`config.mk`:
```
export PLATFORM = sky130hd
export DESIGN_NAME = ogi_ctrl
export DESIGN_NICKNAME = d
export VERILOG_FILES = /design/src/rtl/ogi_pkg.sv /design/src/rtl/ogi_ctrl.sv
export SDC_FILE = /design/constraint.sdc
export NUM_CORES = 1
export LEC_CHECK = 0
export ABC_AREA = 1
export BUFFER_PORTS_ARGS = -buffer_cell sky130_fd_sc_hd__buf_2
export CELL_PAD_IN_SITES_DETAIL_PLACEMENT = 0
export CELL_PAD_IN_SITES_GLOBAL_PLACEMENT = 1
export CORE_ASPECT_RATIO = 2
export CORE_MARGIN = 4
export CORE_UTILIZATION = 36
export DETAILED_ROUTE_END_ITERATION = 8
export MAX_ROUTING_LAYER = met4
export PLACE_DENSITY = 0.8
export RECOVER_POWER = 50
export SLEW_MARGIN = 5
export SYNTH_ARGS = -nofsm -noshare
export SYNTH_HDL_FRONTEND = slang
export SYNTH_SLANG_ARGS = --single-unit
```
`constraint.sdc`:
```
create_clock -name clk -period 2.3 [get_ports clk]
set_input_delay 0.23 -clock clk [delete_from_list [all_inputs] [get_ports clk]]
set_output_delay 0.23 -clock clk [all_outputs]
set_load 0.01 [all_outputs]
```
`src/rtl/ogi_pkg.sv`:
```
`timescale 1ns / 1ps

package ogi_pkg;

  // item field widths
  localparam int CMD_W       = 2;
  localparam int POS_W       = 7;
  localparam int CELL_W      = 14;
  localparam int DIAM_W      = 8;
  localparam int OUT_COUNT_W = 8;

  // configuration port
  localparam int CFG_IDX_W  = 1;
  localparam int CFG_DATA_W = 8;
  localparam logic [CFG_IDX_W-1:0] REG_GRID_WIDTH  = 1'b0;
  localparam logic [CFG_IDX_W-1:0] REG_GRID_HEIGHT = 1'b1;

  // command codes; every other code reads a cell
  localparam logic [CMD_W-1:0] CMD_ADD    = 2'd0;
  localparam logic [CMD_W-1:0] CMD_REMOVE = 2'd1;

  typedef enum logic [1:0] {
    ADDR_CLEAR = 2'd0,
    ADDR_CELL  = 2'd1,
    ADDR_WIN   = 2'd2,
    ADDR_OUT   = 2'd3
  } addr_sel_t;

  typedef enum logic [1:0] {
    WD_ZERO  = 2'd0,
    WD_BLOCK = 2'd1,
    WD_INC   = 2'd2
  } wdata_sel_t;

  typedef struct packed {
    logic       load_item;
    logic       setup;
    logic       out_addr;
    logic       rd_en;
    addr_sel_t  rd_sel;
    logic       wr_en;
    addr_sel_t  wr_sel;
    wdata_sel_t wd_sel;
    logic       win_step;
    logic       clear_step;
    logic       out_load;
  } dp_cmd_t;

  typedef struct packed {
    logic is_add;
    logic is_remove;
    logic diam_zero;
    logic cell_ok;
    logic win_empty;
    logic win_last;
    logic clear_done;
  } dp_stat_t;

endpackage

```
`src/rtl/ogi_ctrl.sv`:
```
`timescale 1ns / 1ps

module ogi_ctrl import ogi_pkg::*; (
  input  logic     clk,
  input  logic     rst,
  input  logic     op_valid,
  output logic     op_ready,
  output logic     res_valid,
  input  logic     res_ready,
  output dp_cmd_t  cmd,
  input  dp_stat_t stat
);

  typedef enum logic [11:0] {
    S_CLEAR    = 12'b0000_0000_0001,
    S_IDLE     = 12'b0000_0000_0010,
    S_SETUP    = 12'b0000_0000_0100,
    S_DISPATCH = 12'b0000_0000_1000,
    S_BLK_RD   = 12'b0000_0001_0000,
    S_BLK_WR   = 12'b0000_0010_0000,
    S_CELL_CLR = 12'b0000_0100_0000,
    S_WIN_RD   = 12'b0000_1000_0000,
    S_WIN_WR   = 12'b0001_0000_0000,
    S_OUT_ADDR = 12'b0010_0000_0000,
    S_OUT_RD   = 12'b0100_0000_0000,
    S_RESULT   = 12'b1000_0000_0000
  } state_t;

  state_t state;
  state_t state_next;
  state_t win_entry;
  logic   res_valid_next;

  // first state of a window walk, or straight to the read-back if empty
  always_comb begin
    if (stat.win_empty) begin
      win_entry = S_OUT_ADDR;
    end else if (stat.is_add) begin
      win_entry = S_WIN_RD;
    end else begin
      win_entry = S_WIN_WR;
    end
  end

  always_comb begin
    state_next     = state;
    op_ready       = 1'b0;
    cmd            = '0;
    cmd.rd_sel     = ADDR_CELL;
    cmd.wr_sel     = ADDR_CELL;
    cmd.wd_sel     = WD_ZERO;
    case (state)
      S_CLEAR: begin
        cmd.wr_en      = 1'b1;
        cmd.wr_sel     = ADDR_CLEAR;
        cmd.clear_step = 1'b1;
        if (stat.clear_done) begin
          state_next = S_IDLE;
        end
      end
      S_IDLE: begin
        op_ready = 1'b1;
        if (op_valid) begin
          cmd.load_item = 1'b1;
          state_next    = S_SETUP;
        end
      end
      S_SETUP: begin
        cmd.setup  = 1'b1;
        state_next = S_DISPATCH;
      end
      S_DISPATCH: begin
        if (stat.is_add) begin
          if (stat.cell_ok) begin
            state_next = S_BLK_RD;
          end else if (stat.diam_zero) begin
            state_next = S_OUT_ADDR;
          end else begin
            state_next = win_entry;
          end
        end else if (stat.is_remove) begin
          if (!stat.diam_zero) begin
            state_next = win_entry;
          end else if (stat.cell_ok) begin
            state_next = S_CELL_CLR;
          end else begin
            state_next = S_OUT_ADDR;
          end
        end else begin
          state_next = S_OUT_ADDR;
        end
      end
      S_BLK_RD: begin
        cmd.rd_en  = 1'b1;
        cmd.rd_sel = ADDR_CELL;
        state_next = S_BLK_WR;
      end
      S_BLK_WR: begin
        cmd.wr_en  = 1'b1;
        cmd.wr_sel = ADDR_CELL;
        cmd.wd_sel = WD_BLOCK;
        state_next = stat.diam_zero ? S_OUT_ADDR : win_entry;
      end
      S_CELL_CLR: begin
        cmd.wr_en  = 1'b1;
        cmd.wr_sel = ADDR_CELL;
        cmd.wd_sel = WD_ZERO;
        state_next = S_OUT_ADDR;
      end
      S_WIN_RD: begin
        cmd.rd_en  = 1'b1;
        cmd.rd_sel = ADDR_WIN;
        state_next = S_WIN_WR;
      end
      S_WIN_WR: begin
        cmd.wr_en    = 1'b1;
        cmd.wr_sel   = ADDR_WIN;
        cmd.wd_sel   = stat.is_add ? WD_INC : WD_ZERO;
        cmd.win_step = 1'b1;
        if (stat.win_last) begin
          state_next = S_OUT_ADDR;
        end else if (stat.is_add) begin
          state_next = S_WIN_RD;
        end
      end
      S_OUT_ADDR: begin
        cmd.out_addr = 1'b1;
        state_next   = S_OUT_RD;
      end
      S_OUT_RD: begin
        cmd.rd_en  = 1'b1;
        cmd.rd_sel = ADDR_OUT;
        state_next = S_RESULT;
      end
      S_RESULT: begin
        // wait until the result register is free
        if (!res_valid || res_ready) begin
          cmd.out_load = 1'b1;
          state_next   = S_IDLE;
        end
      end
      default: begin
        state_next = S_CLEAR;
      end
    endcase
  end

  always_comb begin
    if (cmd.out_load) begin
      res_valid_next = 1'b1;
    end else if (res_ready) begin
      res_valid_next = 1'b0;
    end else begin
      res_valid_next = res_valid;
    end
  end

  always_ff @(posedge clk) begin
    if (rst) begin
      state     <= S_CLEAR;
      res_valid <= 1'b0;
    end else begin
      state     <= state_next;
      res_valid <= res_valid_next;
    end
  end

endmodule

```
==> results.py <==
metrics = {
    "outcome": {
        "outcome": "finished clean",
    },
    "clocking": {
        "cts_buffer_depth": 2,
        "cts_resized": 0,
        "htree_levels": 1,
        "cts_tree": "done",
        "postCtsHoldBufs": 0,
        "cts_sinks": 13,
        "clock_latency_ps": 240,
        "cts.reportedPaths.clkPinSlew_ps": 50,
        "cts_made_buffers": 3,
        "cts-root-buf": "clkbuf_8",
        "post_cts_buffers": 0,
    },
    "synth": {
        "synth-seq-area-share_pct": 27.77,
        "synth_edf_count": 0,
        "synthAdderAreaFrac_pct": 0,
        "netlist_area_um2": 937.1,
        "ys.flop_type": "dfxtp_1",
        "synth_mux_area_share_pct": 0,
        "syn-mean-instance-area_um2": 5.749,
        "synth_top_family_by_area": "simple AND/OR/NAND/NOR gates",
        "synth_compound_area_share_pct": 2.937,
        "synth_xor_area_share_pct": 0,
        "yosys_warnings": 0,
        "syn_nets": 174,
        "ys_seq_elements": 13,
        "synthCells": 163,
        "synth_simple_gate_area_share_pct": 53.94,
        "ys_types": 19,
        "ys_async_sr_fraction_pct": 0,
    },
    "sta": {
        "max_freq_mhz": 541.5,
        "slew_violations": 0,
        "hold_viol_final": 0,
        "skew_ps": 2.225,
        "max_slew_margin_pct": 76.59,
        "finalSetupViolations": 0,
        "setup_ws_ps": 453.4,
        "fin_crit_ps": 1847,
        "finalCritPeriodShare_pct": 80.29,
        "setup_tns_ps": 0,
        "worstMarginPinSlew_ps": 349.9,
        "grt_setup_unrepaired": "false",
    },
    "finish": {
        "final_cell_mix": "nand2_1, nor2_1, inv_1, buf_2, nand3_1",
        "utilization_pct": 45.44,
        "drive_above_1_share_pct": 18.95,
        "nNetsFinal": 202,
        "final_common_cell": "nand2_1",
        "fin_area_um2": 1109,
        "area_delta_synth_final_pct": 18.29,
        "num_antenna_cells": 0,
        "fillers": 288,
    },
    "place": {
        "port_buffers": 26,
        "pre_cts_slack_ps": 878.9,
        "hpwl_um": 2259,
        "place_area_um2": 1082,
        "gp_congestion": 0.9153,
    },
    "worst_setup_path": {
        "path_cells": "nor2_2 -> nand2_2 -> nor2_1 -> nand2_1 -> nand4_1 -> buf_2",
        "worstSetupPathType": "register to output pin",
        "cpPeakStageDelay_ps": 330,
        "r2r_slack_ps": 780,
        "end_kind": "output pin",
        "cp-start-kind": "register",
        "crit_slowest_cell": "dfxtp_1",
        "crit_arrival_ps": 1620,
        "cp_max_fo": 6,
        "r2r-end": "state[7]",
        "required_ps": 2070,
        "r2r_cells": 8,
        "r2r_start": "state[6]",
    },
    "die": {
        "initial_core_util_pct": 38.41,
        "core-area_um2": 2440,
        "io_pins": 27,
        "dieHeight_um": 80.16,
        "die_area_um2": 3533,
        "die_w_um": 44.08,
        "rows": 25,
    },
    "detailed_routing": {
        "drt-initial-drc-count": 26,
        "drt-wirelength-per-cell_um": 11.79,
        "routed_wl_um": 2559,
        "avgViaCountPerCell": 4.885,
        "drc": 0,
        "dr_total_vias": 1060,
        "drt_pass1_iterations": 6,
        "drtAntennaViolNets": 0,
    },
    "grt": {
        "met1_usage_pct": 17.77,
        "grt_max_degree": 12,
        "grt_use_met2_pct": 30.99,
        "grt.overflow.total": 0,
        "busiest_layer": "met2",
        "globalRouteMet3Util_pct": 2.018,
        "grt_pass1_wl_um": 4360,
        "grt_pass1_vias": 1026,
        "antenna_found_initial": 0,
        "grt_usage_pct": 16.83,
    },
    "worst_hold_path": {
        "hold_depth": 3,
        "hold_end": "state[2]",
        "min_path_type": "primary input to register",
        "min_from": "op_valid",
    },
    "power": {
        "leakagePower_uw": 0.0006798,
        "peakVddDrop_mv": 0.3492,
        "power_density_nw_per_um2": 535.4,
    },
    "flow_run": {
        "drv_cap": 0,
    },
}
registers in the layout, summed over array words and instances (netlist names):
signal,cells
state,12
res_valid,1
cell type report:
class                      count  area (um2)  area share [%]
clock buffer                   4       45.04           4.063
inverter                      33       125.1           11.29
multi-input combinational    114       515.5           46.50
sequential                    13       260.3           23.48
tap                           27       33.78           3.047
timing repair buffer          26       128.9           11.63
how the worst max path moves through the flow:
stage	startpoint	endpoint	slack (ps)	depth (start not counted)
after floorplan	state[4]	cmd[0]	1030	6
after global placement	state[0]	cmd[0]	920	6
after detailed placement	state[0]	cmd[0]	880	6
after CTS	state[0]	cmd[0]	610	6
after global routing	state[0]	cmd[7]	270	6
final	state[0]	cmd[7]	450	6
synthesized netlist by cell type, types with 2 or more instances:
cell     instances  area, um2
nand2_1         39      146.4
inv_1           32      120.1
nor2_1          32      120.1
nand3_1         14      70.07
dfxtp_1         13      260.3
nor3_1           9      45.04
nand4_1          5      31.28
nand2_2          3      18.77
nor2_4           3      33.78
buf_4            2      15.01
nor2_2           2      12.51
o21ai_1          2      10.01
metrics by stage:
stage,power (uW),hold WS (ps),cells
4_1_cts,608.8,240.8,217
5_1_grt,638.1,263.7,217
2_1_floorplan,352.7,361.8,163
3_3_place_gp,401.5,496.2,213
6_report,593.5,244.5,217
3_5_place_dp,404.6,498.0,213
logic make-up after synthesis:
group	after synthesis
simple gates	109
buf+inv	36
flops	13
compound gates	5
power breakdown:
group / leakage, uW / total (uW) / internal (uW) / switching (uW)
registers: 0.000105 / 240 / 233 / 6.59
logic: 0.000552 / 154 / 56.1 / 98.3
clock network: 0.0000228 / 199 / 122 / 77.0
total: 0.000680 / 594 / 412 / 182
routing by layer:
metal	up-vias	wire, um
met5	-	0
li1	555	-
met2	35	1430
met4	0	36
met3	4	147
met1	466	944
worst max-delay path: cells and delay by family (launching register included):
kind,cells,cell delay [ps]
buffers and inverters,1,140
flip-flops,1,330
AND/OR/NAND/NOR,5,900
Power figures use the tool's default switching activity.
